<file path="config.mk">
export PLATFORM = sky130hd
export DESIGN_NAME = i2c_register_map_slave_core
export DESIGN_NICKNAME = d
export VERILOG_FILES = /design/src/sv/rmap_pkg.sv /design/src/sv/rmap_engine.sv /design/src/sv/i2c_register_map_slave_core.sv
export SDC_FILE = /design/constraint.sdc
export NUM_CORES = 1
export LEC_CHECK = 0
export BUFFER_PORTS_ARGS = -buffer_cell sky130_fd_sc_hd__buf_4
export CAP_MARGIN = 20
export CORE_MARGIN = 3
export CORE_UTILIZATION = 30
export CTS_BUF_LIST = sky130_fd_sc_hd__clkbuf_8 sky130_fd_sc_hd__clkbuf_16
export CTS_CLUSTER_SIZE = 25
export DETAILED_ROUTE_END_ITERATION = 6
export GPL_TIMING_DRIVEN = 0
export PLACE_DENSITY = 0.49
export SYNTH_ARGS = -nofsm -noshare
export SYNTH_HDL_FRONTEND = slang
export SYNTH_HIERARCHICAL = 1
export SYNTH_SLANG_ARGS = --single-unit
</file>
<file path="constraint.sdc">
create_clock -name i_clk -period 13.2 [get_ports i_clk]
set_clock_uncertainty 0.05 [all_clocks]
set_input_delay 1.32 -clock i_clk [delete_from_list [all_inputs] [get_ports i_clk]]
set_output_delay 1.32 -clock i_clk [all_outputs]
set_load 0.01 [all_outputs]
</file>
<file path="src/sv/rmap_pkg.sv">
// ============================================================================
// rmap_pkg
// Types, status codes and the build-time register descriptor table of the
// I2C register map slave.
// ============================================================================
package rmap_pkg;

    // result status codes
    localparam logic [1:0] STATUS_ACCESS  = 2'd0;
    localparam logic [1:0] STATUS_POINTER = 2'd1;
    localparam logic [1:0] STATUS_ERROR   = 2'd2;
    localparam logic [1:0] STATUS_IGNORED = 2'd3;

    // configuration register indexes
    localparam logic [1:0] CFG_IDX_IGNORE_MASK   = 2'd0;
    localparam logic [1:0] CFG_IDX_MSB_FIRST     = 2'd1;
    localparam logic [1:0] CFG_IDX_DEFAULT_WIDTH = 2'd2;

    localparam int CFG_INDEX_W = 2;
    localparam int CFG_DATA_W  = 8;

    // descriptor table
    localparam int MAP_ENTRIES = 6;
    localparam int SLOT_W      = $clog2(MAP_ENTRIES);

    localparam logic [7:0] TBL_ADDR [MAP_ENTRIES] =
        '{8'h00, 8'h01, 8'h02, 8'h10, 8'h20, 8'h30};
    localparam logic [2:0] TBL_WIDTH [MAP_ENTRIES] =
        '{3'd1, 3'd1, 3'd1, 3'd2, 3'd4, 3'd0};
    localparam logic TBL_RO [MAP_ENTRIES] =
        '{1'b1, 1'b0, 1'b1, 1'b1, 1'b0, 1'b0};
    localparam logic [31:0] TBL_RESET [MAP_ENTRIES] =
        '{32'h0000_005A, 32'h0000_0000, 32'h0000_0001,
          32'h0000_1234, 32'h0000_0000, 32'h0000_0000};
    localparam logic [31:0] TBL_WMASK [MAP_ENTRIES] =
        '{32'h0000_0000, 32'h0000_0000, 32'h0000_0000,
          32'h0000_0000, 32'h00FF_FFFF, 32'h0000_0000};
    localparam logic [31:0] TBL_COR [MAP_ENTRIES] =
        '{32'h0000_0000, 32'h0000_0000, 32'h0000_0001,
          32'h0000_0000, 32'h0000_0000, 32'h0000_0000};
    localparam logic [31:0] TBL_SC [MAP_ENTRIES] =
        '{32'h0000_0000, 32'h0000_0080, 32'h0000_0000,
          32'h0000_0000, 32'h0000_0000, 32'h0000_0000};

    typedef struct packed {
        logic       mode;
        logic [7:0] write_byte;
        logic       transfer_start;
        logic       message_start;
        logic       restart;
        logic       stop;
    } t_in;

    typedef struct packed {
        logic [7:0] read_byte;
        logic [1:0] status;
    } t_out;

    typedef struct packed {
        logic [7:0] address_ignore_mask;
        logic       msb_first;
        logic [2:0] default_width_bytes;
    } t_cfg;

    typedef struct packed {
        logic              hit;
        logic [SLOT_W-1:0] slot;
    } t_hit;

    // descriptor lookup by register address
    function automatic t_hit slot_of(input logic [7:0] addr);
        t_hit r;
        r.hit  = 1'b0;
        r.slot = '0;
        for (int i = 0; i < MAP_ENTRIES; i++) begin
            if (TBL_ADDR[i] == addr) begin
                r.hit  = 1'b1;
                r.slot = SLOT_W'(i);
            end
        end
        return r;
    endfunction

endpackage

</file>
<file path="src/sv/rmap_engine.sv">
// ============================================================================
// rmap_engine
// Register file state and the per-byte access logic: pointer set, byte
// read/write with auto-increment, error and ignore handling.
// ============================================================================
module rmap_engine #(
    parameter int ADDRESS_COUNT   = 256,
    parameter int MAX_WIDTH_BYTES = 4
) (
    input  logic          i_clk,
    input  logic          i_rst_n,
    input  logic          i_fire,
    input  rmap_pkg::t_in  i_item,
    input  rmap_pkg::t_cfg i_cfg,
    output rmap_pkg::t_out o_result
);

    localparam logic [8:0] ADDR_LIMIT = 9'(ADDRESS_COUNT);
    localparam logic [2:0] MAXW       = 3'(MAX_WIDTH_BYTES);

    logic [8:0]  r_ptr,       n_ptr;
    logic [1:0]  r_bpos,      n_bpos;
    logic [31:0] r_pend,      n_pend;
    logic [7:0]  r_pend_addr, n_pend_addr;
    logic        r_pend_vld,  n_pend_vld;
    logic        r_wcont,     n_wcont;
    logic        r_failed,    n_failed;
    logic [31:0] r_val [rmap_pkg::MAP_ENTRIES];

    logic        n_val_we;
    logic [31:0] n_val;

    rmap_pkg::t_hit           lk;
    logic [rmap_pkg::SLOT_W-1:0] slot;
    logic        ms, failed_eff, wcont_prev, pend_vld_eff, is_ptr, addr_ok;
    logic [2:0]  w_raw, w_sel, w_eff;
    logic        off_bad, last;
    logic [1:0]  sh_idx;
    logic [4:0]  sh;
    logic [31:0] old, pend_base, bmask, wmask, wbits;

    assign lk   = rmap_pkg::slot_of(r_ptr[7:0]);
    assign slot = lk.slot;

    always_comb begin
        ms           = i_item.transfer_start | i_item.message_start;
        failed_eff   = r_failed & ~i_item.transfer_start;
        wcont_prev   = r_wcont & ~i_item.transfer_start;
        pend_vld_eff = r_pend_vld & ~i_item.transfer_start;
        is_ptr       = ms & ~i_item.mode & (~wcont_prev | i_item.restart);
        addr_ok      = ~r_ptr[8] & (r_ptr < ADDR_LIMIT) & lk.hit;

        // effective register width, 1..MAX_WIDTH_BYTES
        w_raw = rmap_pkg::TBL_WIDTH[slot];
        w_sel = (w_raw == 3'd0) ? i_cfg.default_width_bytes : w_raw;
        if (w_sel == 3'd0) begin
            w_sel = 3'd1;
        end
        w_eff = (w_sel > MAXW) ? MAXW : w_sel;

        off_bad = ({1'b0, r_bpos} >= w_eff);
        last    = (({1'b0, r_bpos} + 3'd1) == w_eff);
        sh_idx  = i_cfg.msb_first ? 2'(w_eff - {1'b0, r_bpos} - 3'd1) : r_bpos;
        sh      = {sh_idx, 3'b000};

        old       = r_val[slot];
        pend_base = ((r_bpos == 2'd0) || !pend_vld_eff || (r_pend_addr != r_ptr[7:0]))
                    ? old : r_pend;
        bmask     = 32'h0000_00FF << sh;
        if (rmap_pkg::TBL_RO[slot]) begin
            wmask = '0;
        end else if (rmap_pkg::TBL_WMASK[slot] != '0) begin
            wmask = bmask & rmap_pkg::TBL_WMASK[slot];
        end else begin
            wmask = bmask;
        end
        wbits = (32'(i_item.write_byte) << sh) & wmask;

        // defaults: state holds, transfer start clears its flags
        n_ptr       = r_ptr;
        n_bpos      = r_bpos;
        n_pend      = r_pend;
        n_pend_addr = r_pend_addr;
        n_pend_vld  = pend_vld_eff;
        n_wcont     = wcont_prev;
        n_failed    = failed_eff;
        n_val_we    = 1'b0;
        n_val       = old;
        o_result.read_byte = 8'h00;
        o_result.status    = rmap_pkg::STATUS_ACCESS;

        if (failed_eff) begin
            o_result.status = rmap_pkg::STATUS_IGNORED;
        end else begin
            n_wcont = ~i_item.mode & ~i_item.stop;
            if (is_ptr) begin
                n_ptr           = {1'b0, i_item.write_byte & ~i_cfg.address_ignore_mask};
                n_bpos          = 2'd0;
                o_result.status = rmap_pkg::STATUS_POINTER;
            end else if (!addr_ok || off_bad) begin
                n_failed        = 1'b1;
                o_result.status = rmap_pkg::STATUS_ERROR;
            end else begin
                n_pend_addr = r_ptr[7:0];
                n_pend_vld  = 1'b1;
                if (i_item.mode) begin
                    n_pend             = pend_base;
                    o_result.read_byte = 8'(old >> sh);
                    n_val              = old & ~rmap_pkg::TBL_COR[slot];
                end else begin
                    n_pend = (pend_base & ~wmask) | wbits;
                    n_val  = n_pend & ~rmap_pkg::TBL_SC[slot];
                end
                n_val_we = last;
                if (last) begin
                    n_bpos = 2'd0;
                    n_ptr  = r_ptr + 9'd1;
                end else begin
                    n_bpos = r_bpos + 2'd1;
                end
            end
        end
    end

    always_ff @(posedge i_clk) begin
        if (!i_rst_n) begin
            r_ptr      <= '0;
            r_bpos     <= '0;
            r_pend     <= '0;
            r_pend_vld <= 1'b0;
            r_wcont    <= 1'b0;
            r_failed   <= 1'b0;
            for (int i = 0; i < rmap_pkg::MAP_ENTRIES; i++) begin
                r_val[i] <= rmap_pkg::TBL_RESET[i];
            end
        end else if (i_fire) begin
            r_ptr      <= n_ptr;
            r_bpos     <= n_bpos;
            r_pend     <= n_pend;
            r_pend_vld <= n_pend_vld;
            r_wcont    <= n_wcont;
            r_failed   <= n_failed;
            if (n_val_we) begin
                r_val[slot] <= n_val;
            end
        end
    end

    // qualified by r_pend_vld, no reset needed
    always_ff @(posedge i_clk) begin
        if (i_fire) begin
            r_pend_addr <= n_pend_addr;
        end
    end

endmodule

</file>
<file path="src/sv/i2c_register_map_slave_core.sv">
// ============================================================================
// i2c_register_map_slave_core
// Register file behind an I2C target, one bus byte event per transaction.
// Data path: the input register takes the byte at the accepting edge, the
//   result register takes its result when the byte moves on.
// Throughput: one transaction per cycle; a held result stalls the input only
//   once the input register is full as well.
// Reset (synchronous, active low): pointer, flags and pipeline valids clear,
//   registers take their descriptor reset values, configuration its defaults.
// ============================================================================
module i2c_register_map_slave_core #(
    parameter int ADDRESS_COUNT   = 256,
    parameter int MAX_WIDTH_BYTES = 4
) (
    input  logic                              i_clk,
    input  logic                              i_rst_n,
    // input channel
    input  logic                              i_in_valid,
    output logic                              o_in_stall,
    input  rmap_pkg::t_in                     i_in,
    // result channel
    output logic                              o_out_valid,
    input  logic                              i_out_stall,
    output rmap_pkg::t_out                    o_out,
    // configuration write port
    input  logic                              i_cfg_we,
    input  logic [rmap_pkg::CFG_INDEX_W-1:0]  i_cfg_index,
    input  logic [rmap_pkg::CFG_DATA_W-1:0]   i_cfg_wdata
);

    logic           r_in_valid;
    rmap_pkg::t_in  r_in;
    logic           r_out_valid;
    rmap_pkg::t_out r_out;
    rmap_pkg::t_cfg r_cfg;
    rmap_pkg::t_out result;

    logic in_accept;
    logic move;      // input register advances into the result register

    // The result register parts the two sides: the held item moves whenever
    // the result slot is empty or being drained this cycle.
    assign move       = r_in_valid & (~r_out_valid | ~i_out_stall);
    assign o_in_stall = r_in_valid & ~move;
    assign in_accept  = i_in_valid & ~o_in_stall;

    always_ff @(posedge i_clk) begin
        if (!i_rst_n) begin
            r_in_valid <= 1'b0;
        end else if (in_accept) begin
            r_in_valid <= 1'b1;
        end else if (move) begin
            r_in_valid <= 1'b0;
        end
    end

    always_ff @(posedge i_clk) begin
        if (in_accept) begin
            r_in <= i_in;
        end
    end

    // State update and result are produced in the same cycle the byte moves.
    rmap_engine #(
        .ADDRESS_COUNT   (ADDRESS_COUNT),
        .MAX_WIDTH_BYTES (MAX_WIDTH_BYTES)
    ) u_engine (
        .i_clk    (i_clk),
        .i_rst_n  (i_rst_n),
        .i_fire   (move),
        .i_item   (r_in),
        .i_cfg    (r_cfg),
        .o_result (result)
    );

    always_ff @(posedge i_clk) begin
        if (!i_rst_n) begin
            r_out_valid <= 1'b0;
        end else if (move) begin
            r_out_valid <= 1'b1;
        end else if (!i_out_stall) begin
            r_out_valid <= 1'b0;
        end
    end

    always_ff @(posedge i_clk) begin
        if (move) begin
            r_out <= result;
        end
    end

    // Configuration registers; writes to an unlisted index are dropped.
    always_ff @(posedge i_clk) begin
        if (!i_rst_n) begin
            r_cfg.address_ignore_mask <= 8'h00;
            r_cfg.msb_first           <= 1'b0;
            r_cfg.default_width_bytes <= 3'd1;
        end else if (i_cfg_we) begin
            case (i_cfg_index)
                rmap_pkg::CFG_IDX_IGNORE_MASK: begin
                    r_cfg.address_ignore_mask <= i_cfg_wdata;
                end
                rmap_pkg::CFG_IDX_MSB_FIRST: begin
                    r_cfg.msb_first <= i_cfg_wdata[0];
                end
                rmap_pkg::CFG_IDX_DEFAULT_WIDTH: begin
                    r_cfg.default_width_bytes <= i_cfg_wdata[2:0];
                end
                default: begin
                end
            endcase
        end
    end

    assign o_out_valid = r_out_valid;
    assign o_out       = r_out;

endmodule

</file>
Word level (Yosys, flattened, before mapping) --
Memory sizes are Yosys's and may differ from the RTL's. Index checks and enable logic that the tools add are counted.
Word-level totals: register bits after elaboration 91, bits in writable memories 192, bits in read-only memories 800, output and inout port bits 12, word-level logic and storage cells 168, memories 6
Cells by class: add/sub/neg operators 5, order comparisons 4, equal/unequal tests 11, shift-type cells 3, mux-type cells 58, bitwise logic cells 38, reductions and logical operators 22
Memory list:
- (no name shown) | depth 8, bits a word 32, rd ports 1, clocked after memory_dff 0, write ports 0, line rmap_engine.sv:72 | end else if (rmap_pkg::TBL_WMASK[slot] != '0) begin
- (no name shown) | depth 8, bits a word 32, rd ports 1, clocked after memory_dff 0, write ports 0, line rmap_engine.sv:109 | n_val = old & ~rmap_pkg::TBL_COR[slot];
- (no name shown) | depth 8, bits a word 32, rd ports 1, clocked after memory_dff 0, write ports 0, line rmap_engine.sv:112 | n_val = n_pend & ~rmap_pkg::TBL_SC[slot];
- u_engine.r_val | depth 6, bits a word 32, rd ports 1, clocked after memory_dff 0, write ports 6, line rmap_engine.sv:28 | logic [31:0] r_val [rmap_pkg::MAP_ENTRIES];
- (no name shown) | depth 8, bits a word 3, rd ports 1, clocked after memory_dff 0, write ports 0, line rmap_engine.sv:54 | w_raw = rmap_pkg::TBL_WIDTH[slot];
- (no name shown) | depth 8, bits a word 1, rd ports 1, clocked after memory_dff 0, write ports 0, line rmap_engine.sv:70 | if (rmap_pkg::TBL_RO[slot]) begin
Operator list (number):
- $mux W32 | 15
- $and A32 B32 Y32 | 5
- $not A32 Y32 | 3
- $or A32 B32 Y32 | 1
- $reduce_bool A32 Y1 | 1
- $reduce_or A32 Y1 | 1
- $shl A8 B5 Y32 | 1
- $shl A8 B5 Y32 const A | 1
- $shr A32 B5 Y8 | 1
- $mux W9 | 3
- $mux W4 | 6
- $mux W1 | 22
- $mux W3 | 6
- $eq A6 B8 Y1 const A | 2
- $mux W2 | 6
- $not A1 Y1 | 12
- $and A1 B1 Y1 | 11
- $add A9 B1 Y9 const B | 1
- $lt A9 B9 Y1 const B | 1
- $and A8 B8 Y8 | 1
- $eq A1 B8 Y1 const A | 1
- $eq A2 B8 Y1 const A | 1
- $eq A5 B8 Y1 const A | 1
- $logic_not A8 Y1 | 1
- other kinds (25) | 37

Depth between registers and ports, before layout --
Gate-level depths: netlist (run 1).
depth in word-level cells 33, gate-level depth with buffers 18

By module --
Netlist (run 1), hierarchy kept.
Modules (own cells, without submodules):
- rmap_engine | times used 1, cells each 1233, area each 12567.1 um^2
- i2c_register_map_slave_core | times used 1, cells each 82, area each 1257.5 um^2

Worst setup path after synthesis (run 1) --
No wires, ideal clock.
path kind input to register, start input port i_out_stall, end memory u_engine.r_val[3][0], enable pin, library setup time 389 ps, data arrival time 4532 ps, slack 8228 ps, stages on the path 10, buffers on the path 3, cell sequence a21boi_0 nand2_1 or3_1 buf_2 clkinv_4 nand3_4 or3_1 buf_2 buf_6 nand2_1
RTL lines:
- start: declaration | line i2c_register_map_slave_core.sv:23 | input logic i_out_stall,
- end: declaration | line rmap_engine.sv:28

==> flow_metrics.env, run 1 <==
export IMPL_status="complete, no violations"
export IMPL_synthTopCellsByArea="edfxtp_1 (48%), dfxtp_1 (8.7%), nor2_1 (5.9%)"
export IMPL_async_reset_ff_frac=0
export IMPL_period_share=0.4757
export IMPL_place_gp_congestion=0.9524
export IMPL_ff_latch_area_um2=7898
export IMPL_tns_ps=0
export IMPL_cp_common_cell="buf_2"
export IMPL_post_synth_cell_area_avg_um2=10.51
export IMPL_ios=40
export IMPL_hpwl_um=36540
export IMPL_viasPerCell=5.662
export IMPL_netlist_area_um2=13820
export IMPL_first_pass_iters=5
export IMPL_switching_share=0.3275
export IMPL_power_frac_comb=0.224
export IMPL_synth_top_area_frac=0.4844
export IMPL_drt_iter0_drc=1312
export IMPL_cts_htree_levels=2
export IMPL_cts_sinks=283
export IMPL_critPathKind="flip-flop to flip-flop"
export IMPL_fin_hold_ws_ps=376.8
export IMPL_min_period_ps=6279
export IMPL_start_kind="flip-flop"
export IMPL_ctsRootBufferMaster="clkbuf_16"
export IMPL_worstSkewPairLatency_ps=550
export IMPL_cap_violations=0
export IMPL_syn_to_final_growth_pct=16.23
export IMPL_max_slew_margin=0.3283
export IMPL_yosysMostFrequentCell="edfxtp_1"
export IMPL_synth_edf_count=223
export IMPL_row_count=78
export IMPL_setup_violations=0
export IMPL_clk_pin_slew_ps=60
export IMPL_dieArea_um2=48690
export IMPL_vdd_drop_max_mv=0.08903
export IMPL_finalHoldViolations=0
export IMPL_grt_pass1_wl_um=76000
export IMPL_crit_path_max_fanout=19
export IMPL_ys_ff_latch=283
export IMPL_wl_per_cell_um=25.79
export IMPL_worstMarginPinSlew_ps=1004
export IMPL_grt_overflow=0
export IMPL_post_cts_setup_buffer_count=0
export IMPL_p_leak_uw=0.005819
export IMPL_vias=11470
export IMPL_start_util=0.3040
export IMPL_grt_util_all_layers=0.2139
export IMPL_yosysWarnings=6
export IMPL_yosysTopAreaCell="edfxtp_1"
export IMPL_hold_path_class="flip-flop to flip-flop"
export IMPL_ys_top_cells_by_count="edfxtp_1 (223), nor2_1 (216), nand2_1 (139), dfxtp_1 (60), a21oi_1 (58)"
export IMPL_arrival_ps=6500
export IMPL_clock_fmax_ghz=0.1593
export IMPL_synth_distinct_cells=75
export IMPL_regToRegSetupSlack_ps=6920
export IMPL_power_density_nw_per_um2=153.8
export IMPL_postCtsHoldBufs=0
export IMPL_setup_worst_path_end_class="flip-flop"
export IMPL_seq_area_frac_synth=0.5713
export IMPL_post_cts_resized=0
export IMPL_p_clk_frac=0.354
export IMPL_cp_required_ps=13420
export IMPL_critPathSlowestCell="buf_1"
export IMPL_die_y_um=220.7
export IMPL_cts_tree="built"
export IMPL_antenna_found_initial=0
export IMPL_synthCells=1315
export IMPL_drv_slew=0
export IMPL_cts_buffer_depth=3
export IMPL_detail_route_antenna_nets=0
export IMPL_grt_max_degree=30
export IMPL_io_buffer_count=39
export IMPL_drcViolationCount=0
export IMPL_switchingPower_uw=809.2
export IMPL_multi_input_area_um2=5433
export IMPL_synth_nets=1351
export IMPL_num_antenna_cells=0
export IMPL_grt_pass1_vias=11070
export IMPL_routed_wl_um=52230
export IMPL_seqPwrFrac=0.421
export IMPL_slowest_delay_ps=650
export IMPL_rsz0062_at_grt="false"
export IMPL_layout_drive_gt1_share=0.1298
export IMPL_die_width_um=220.7
export IMPL_fill_cells=4714
export IMPL_path_cells="buf_2 > nor4_2 > clkbuf_1 > buf_1 > nand3_1 > ha_1 > a21oi_1 > o31ai_2 > or3_1 > buf_2 > clkinv_4 > and3_1 > buf_2 > nand3_1 > clkbuf_1 > nand2_2 > buf_12"
export IMPL_core_um2=45480
export IMPL_final_net_count=1435
export IMPL_yosys_most_used_dff="edfxtp_1"
export IMPL_numCtsBuffers=34
export IMPL_intPower_uw=1662
## per-stage QoR
| step | utilization | power [µW] | setup WS, ps | instance area [µm²] | instances |
|---|---|---|---|---|---|
| global route | 0.3533 | 2555 | 6623 | 16070 | 2025 |
| CTS | 0.3531 | 2482 | 6973 | 16060 | 2024 |
| finish | 0.3533 | 2471 | 6921 | 16070 | 2025 |
| floorplan | - | 1368 | 8228 | 13820 | 1315 |
| detailed placement | 0.3306 | 1603 | 7047 | 15040 | 1962 |
| global placement | 0.3269 | 1594 | 6101 | 14870 | 1954 |
## final timing paths
check                                      start                            endpoint  cells after the start
setup / recovery  u_engine/r_ptr[6]$_SDFFE_PN0P_  u_engine/r_val[2][5]$_SDFFCE_PN0P_                     17
hold / removal    u_engine/r_ptr[6]$_SDFFE_PN0P_   u_engine/r_pend_addr[6]$_DFFE_PP_                      0
setup reg to reg  u_engine/r_ptr[6]$_SDFFE_PN0P_  u_engine/r_val[2][5]$_SDFFCE_PN0P_                     17
hold reg to reg   u_engine/r_ptr[6]$_SDFFE_PN0P_   u_engine/r_pend_addr[6]$_DFFE_PP_                      0
## power by group through the flow
| stage | clock network, µW | logic (µW) | registers [µW] |
|---|---|---|---|
| finish | 876 | 554 | 1040 |
| global route | 927 | 583 | 1050 |
| CTS | 896 | 545 | 1040 |
| detailed placement | 0 | 543 | 1060 |
| global placement | 0 | 534 | 1060 |
| floorplan | 0 | 317 | 1050 |
## critical path, delay by kind of cell, from the launching register on
kind | cells | cell delay (ps)
DFF | 1 | 300
adders and majority gates | 1 | 380
AOI/OAI and AO/OA | 2 | 730
buffers and inverters | 8 | 2730
and+or+nand+nor | 6 | 1750
## layer usage
metal	track usage	part of all wire	vias up
met5	0	0	-
met4	0.07251	0.032	0
met3	0.03213	0.073	102
met2	0.3417	0.46	503
met1	0.2975	0.43	5806
li1	-	-	5054
## cell families after synthesis
| family | Yosys count | synth area share |
|---|---|---|
| flops | 283 | 0.5713 |
| mux | 62 | 0.04724 |
| fa+ha+maj | 8 | 0.007241 |
| compound gates | 323 | 0.1614 |
| xor+xnor | 11 | 0.006969 |
| buf+inv | 118 | 0.03675 |
| simple gates | 510 | 0.1692 |
## cell usage in the layout (no fill, tap or decap), types with 10 or more instances in the layout
cell | synthesis | final
a211oi_1 | 18 | 18
a21oi_1 | 58 | 58
a22o_1 | 14 | 14
a22oi_1 | 17 | 17
a2bb2oi_1 | 10 | 10
a31oi_1 | 27 | 27
a32o_1 | 10 | 10
and3_1 | 14 | 14
buf_2 | 27 | 27
buf_4 | 3 | 42
clkbuf_1 | 56 | 56
clkbuf_16 | 0 | 34
dfxtp_1 | 60 | 60
edfxtp_1 | 223 | 223
inv_1 | 21 | 36
mux2_2 | 16 | 16
mux2i_1 | 45 | 45
nand2_1 | 139 | 134
nand2b_1 | 11 | 11
nand3_1 | 23 | 23
nor2_1 | 216 | 216
nor2_2 | 20 | 20
nor3_1 | 30 | 30
o211ai_1 | 18 | 18
o21ai_0 | 49 | 49
o221ai_1 | 11 | 11
o22ai_1 | 27 | 27
or3_1 | 17 | 17
xnor2_1 | 11 | 11
## sequential cells by signal, summed over array words and instances, names as in the netlist
| name | flops |
|---|---|
| r_in_valid | 1 |
| r_in | 13 |
| u_engine/r_failed | 1 |
| r_cfg | 12 |
| u_engine/r_ptr | 9 |
| u_engine/r_pend_addr | 8 |
| u_engine/r_val | 192 |
| u_engine/r_bpos | 2 |
| o_out_valid | 1 |
| u_engine/r_wcont | 1 |
| u_engine/r_pend_vld | 1 |
| u_engine/r_pend | 32 |
| o_out | 10 |
## cell type report
class | count | share of cell area
Clock inverter | 27 | 0.009734
Multi-Input combinational cell | 914 | 0.3381
Clock buffer | 35 | 0.05381
Sequential cell | 283 | 0.4915
Inverter | 22 | 0.005451
Buffer | 96 | 0.02616
Tap cell | 600 | 0.04672
Timing Repair Buffer | 48 | 0.02850
No activity file was read; power rests on OpenSTA's default activity.
==> inputs of run 2 (changes only) <==
--- a/config.mk
+++ b/config.mk
@@ -5,6 +5,7 @@
 export SDC_FILE = /design/constraint.sdc
 export NUM_CORES = 1
 export LEC_CHECK = 0
+export ABC_AREA = 1
 export BUFFER_PORTS_ARGS = -buffer_cell sky130_fd_sc_hd__buf_4
 export CAP_MARGIN = 20
 export CORE_MARGIN = 3
==> constraint.sdc (replaced) <==
create_clock -name i_clk -period 6.2 [get_ports i_clk]
set_clock_uncertainty 0.05 [all_clocks]
set_input_delay 0.62 -clock i_clk [delete_from_list [all_inputs] [get_ports i_clk]]
set_output_delay 0.62 -clock i_clk [all_outputs]
set_load 0.01 [all_outputs]
==> run 2 against run 1 <==
- core utilization shrank 0.12 points
- die area grew 10%
- combinational power grew to 10 times the previous value
- synthesized area grew 10%
- sequential cell count is the same
- critical endpoint is now u_engine/r_val[2][20]$_SDFFCE_PN0P_
- maximum frequency grew 4.7%
- synthesized cell count grew 46%
- design area grew 9.9%
- largest power group is now combinational cells
==> flow_metrics.env, run 2 <==
export IMPL_status="complete, no violations"
export IMPL_min_period_ps=5995
export IMPL_setup_worst_path_end_class="flip-flop"
export IMPL_fin_hold_ws_ps=196.4
export IMPL_synth_distinct_cells=41
export IMPL_ctsRootBufferMaster="clkbuf_16"
export IMPL_power_density_nw_per_um2=580.8
export IMPL_final_common_cell="nand2_1"
export IMPL_postCtsHoldBufs=0
export IMPL_fill_cells=5281
export IMPL_largestRegisters="u_engine/r_val: 192 flops, u_engine/r_pend: 32 flops, r_in: 13 flops"
export IMPL_clk_pin_slew_ps=60
export IMPL_largest_reg_flops=192
export IMPL_finalHoldViolations=0
export IMPL_io_buffer_count=38
export IMPL_numCtsBuffers=34
export IMPL_grt_max_degree=33
export IMPL_drv_slew=0
export IMPL_cts_buffer_depth=3
export IMPL_mostFrequentLayoutCells="nand2_1 (451), nand3_1 (275), nor2_1 (243)"
export IMPL_synthTopCellsByArea="edfxtp_1 (44%), nand2_1 (11%), nand3_1 (9.0%)"
export IMPL_critPathKind="flip-flop to flip-flop"
export IMPL_async_reset_ff_frac=0
export IMPL_slowest_delay_ps=710
export IMPL_viasPerCell=5.133
export IMPL_netlist_area_um2=15270
export IMPL_die_y_um=231.6
export IMPL_layout_drive_gt1_share=0.09689
export IMPL_place_gp_congestion=0.9520
export IMPL_row_count=82
export IMPL_yosysWarnings=6
export IMPL_critPathSlowestCell="clkbuf_1"
export IMPL_yosysTopAreaCell="edfxtp_1"
export IMPL_drt_iter0_drc=1451
export IMPL_drcViolationCount=0
export IMPL_crit_path_max_fanout=17
export IMPL_period_share=0.9670
export IMPL_cts_sinks=283
export IMPL_grt_util_all_layers=0.2146
export IMPL_top_register="u_engine/r_val"
export IMPL_grt_pass1_wl_um=85240
export IMPL_synth_edf_count=223
export IMPL_syn_to_final_growth_pct=15.68
export IMPL_routed_wl_um=58290
export IMPL_ys_ff_latch=283
export IMPL_synth_top_area_frac=0.4385
export IMPL_final_net_count=2034
export IMPL_switching_share=0.5171
export IMPL_worstSkewPairLatency_ps=560
export IMPL_wl_per_cell_um=21.63
export IMPL_ff_latch_area_um2=7898
export IMPL_start_util=0.3044
export IMPL_cp_required_ps=6400
export IMPL_arrival_ps=6190
export IMPL_cts_tree="built"
export IMPL_first_pass_iters=6
export IMPL_post_synth_cell_area_avg_um2=7.966
export IMPL_hpwl_um=42870
export IMPL_antenna_found_initial=0
export IMPL_num_antenna_cells=0
export IMPL_ys_top_cells_by_count="nand2_1 (457), nand3_1 (275), nor2_1 (244), inv_1 (231), edfxtp_1 (223)"
export IMPL_worstMarginPinSlew_ps=1143
export IMPL_pre_cts_ws_ps=183.2
export IMPL_worst_slack_ps=204.8
export IMPL_seq_area_frac_synth=0.5172
export IMPL_yosys_most_used_dff="edfxtp_1"
export IMPL_detail_route_antenna_nets=0
export IMPL_p_leak_uw=0.007414
export IMPL_max_slew_margin=0.2379
export IMPL_grt_overflow=0
export IMPL_rsz0062_at_grt="false"
export IMPL_core_um2=50170
export IMPL_die_width_um=231.6
export IMPL_clock_fmax_ghz=0.1668
export IMPL_vias=13830
export IMPL_switchingPower_uw=5306
export IMPL_intPower_uw=4955
export IMPL_grt_pass1_vias=13300
export IMPL_path_cells="inv_1 > ha_1 > inv_1 > nor2_1 > nand2_1 > nor2_1 > clkbuf_1 > nand2_1 > a21oi_1 > ha_1 > a21oi_1 > nand2_1 > a21oi_2 > nand3_4 > nor2_8 > nand3_4 > inv_2 > buf_6 > nand3_4 > buf_4 > nand2_2 > buf_16"
export IMPL_cts_htree_levels=2
export IMPL_seqPwrFrac=0.242
export IMPL_hold_path_class="primary input to flip-flop"
export IMPL_postLayoutCoreUtil=0.3521
export IMPL_ios=40
export IMPL_power_frac_comb=0.564
export IMPL_synthCells=1917
export IMPL_yosysMostFrequentCell="nand2_1"
export IMPL_p_clk_frac=0.194
export IMPL_cap_violations=0
export IMPL_vdd_drop_max_mv=0.2520
export IMPL_synth_nets=1953
export IMPL_setup_violations=0
export IMPL_start_kind="flip-flop"
export IMPL_multi_input_area_um2=6046
export IMPL_dieArea_um2=53650
[run 2: power by group through the flow]
stage          combinational [µW]  clock (µW)  sequential [µW]
2_1_floorplan                3550           0             2480
3_3_place_gp                 5610           0             2520
3_5_place_dp                 5660           0             2520
4_1_cts                      5680        2040             2480
5_1_grt                      6250        2110             2510
6_report                     5790        1990             2490
[run 2: kinds of logic (layout without fill, tap and decap cells)]
family	after synthesis	count (layout)	synth area share
AO/OA/AOI/OAI	204	204	0.07358
XOR/XNOR	3	3	0.001721
adder cells (fa/ha/maj)	8	8	0.006555
buffers and inverters	341	447	0.08914
flip-flops	283	283	0.5172
AND/OR/NAND/NOR	1078	1078	0.3118
[run 2: timing repair]
item / 4_1_cts / 5_1_grt
gates resized for setup: 0 / 2
buffers inserted: 0 / 0
endpoints found under the setup margin: 0 / 64
[run 2: final cells by class]
cell class,count,area share
buffer,97,0.02521
clock buffer,37,0.05177
clock inverter,24,0.01062
inverter,244,0.05184
multi-input combinational,1293,0.3422
sequential,283,0.4471
tap,672,0.04760
timing repair buffer,45,0.02366
[run 2: worst max-delay path: cells and delay by family, from the launching register on]
kind                       cells  cell delay, ps
AOI/OAI and AO/OA              3             570
adders and majority gates      2             540
buffers and inverters          7            1770
DFF                            1             400
and+or+nand+nor               10            2330
[run 2: final timing paths]
check / slack [ps] / cells after the start / end / start
worst max-delay path: 200 / 22 / u_engine/r_val[2][20]$_SDFFCE_PN0P_ / u_engine/r_ptr[0]$_SDFFE_PN0P_
worst min-delay path: 200 / 1 / r_in[11]$_DFFE_PP_ / i_in[11]
worst max register to register: 200 / 22 / u_engine/r_val[2][20]$_SDFFCE_PN0P_ / u_engine/r_ptr[0]$_SDFFE_PN0P_
worst min register to register: 420 / 0 / u_engine/r_pend_addr[4]$_DFFE_PP_ / u_engine/r_ptr[4]$_SDFFE_PN0P_
[run 2: per-stage QoR]
step	power (µW)	std cells	TNS, ps	area [µm²]
final	10260	2695	0	17670
after global routing	10870	2695	0	17670
after CTS	10200	2694	0	17640
after detailed placement	8179	2633	0	16540
after global placement	8128	2627	-67280	16400
after floorplan	6037	1917	0	15270
[run 2: routing by layer]
layer / GRT usage / share of wire / up-vias / wire length, µm
met5: 0 / 0 / - / 0
met1: 0.2905 / 0.43 / 6679 / 25260
li1: - / - / 6505 / -
met2: 0.3503 / 0.46 / 541 / 26900
met4: 0.08308 / 0.038 / 0 / 2206
met3: 0.02716 / 0.067 / 109 / 3921
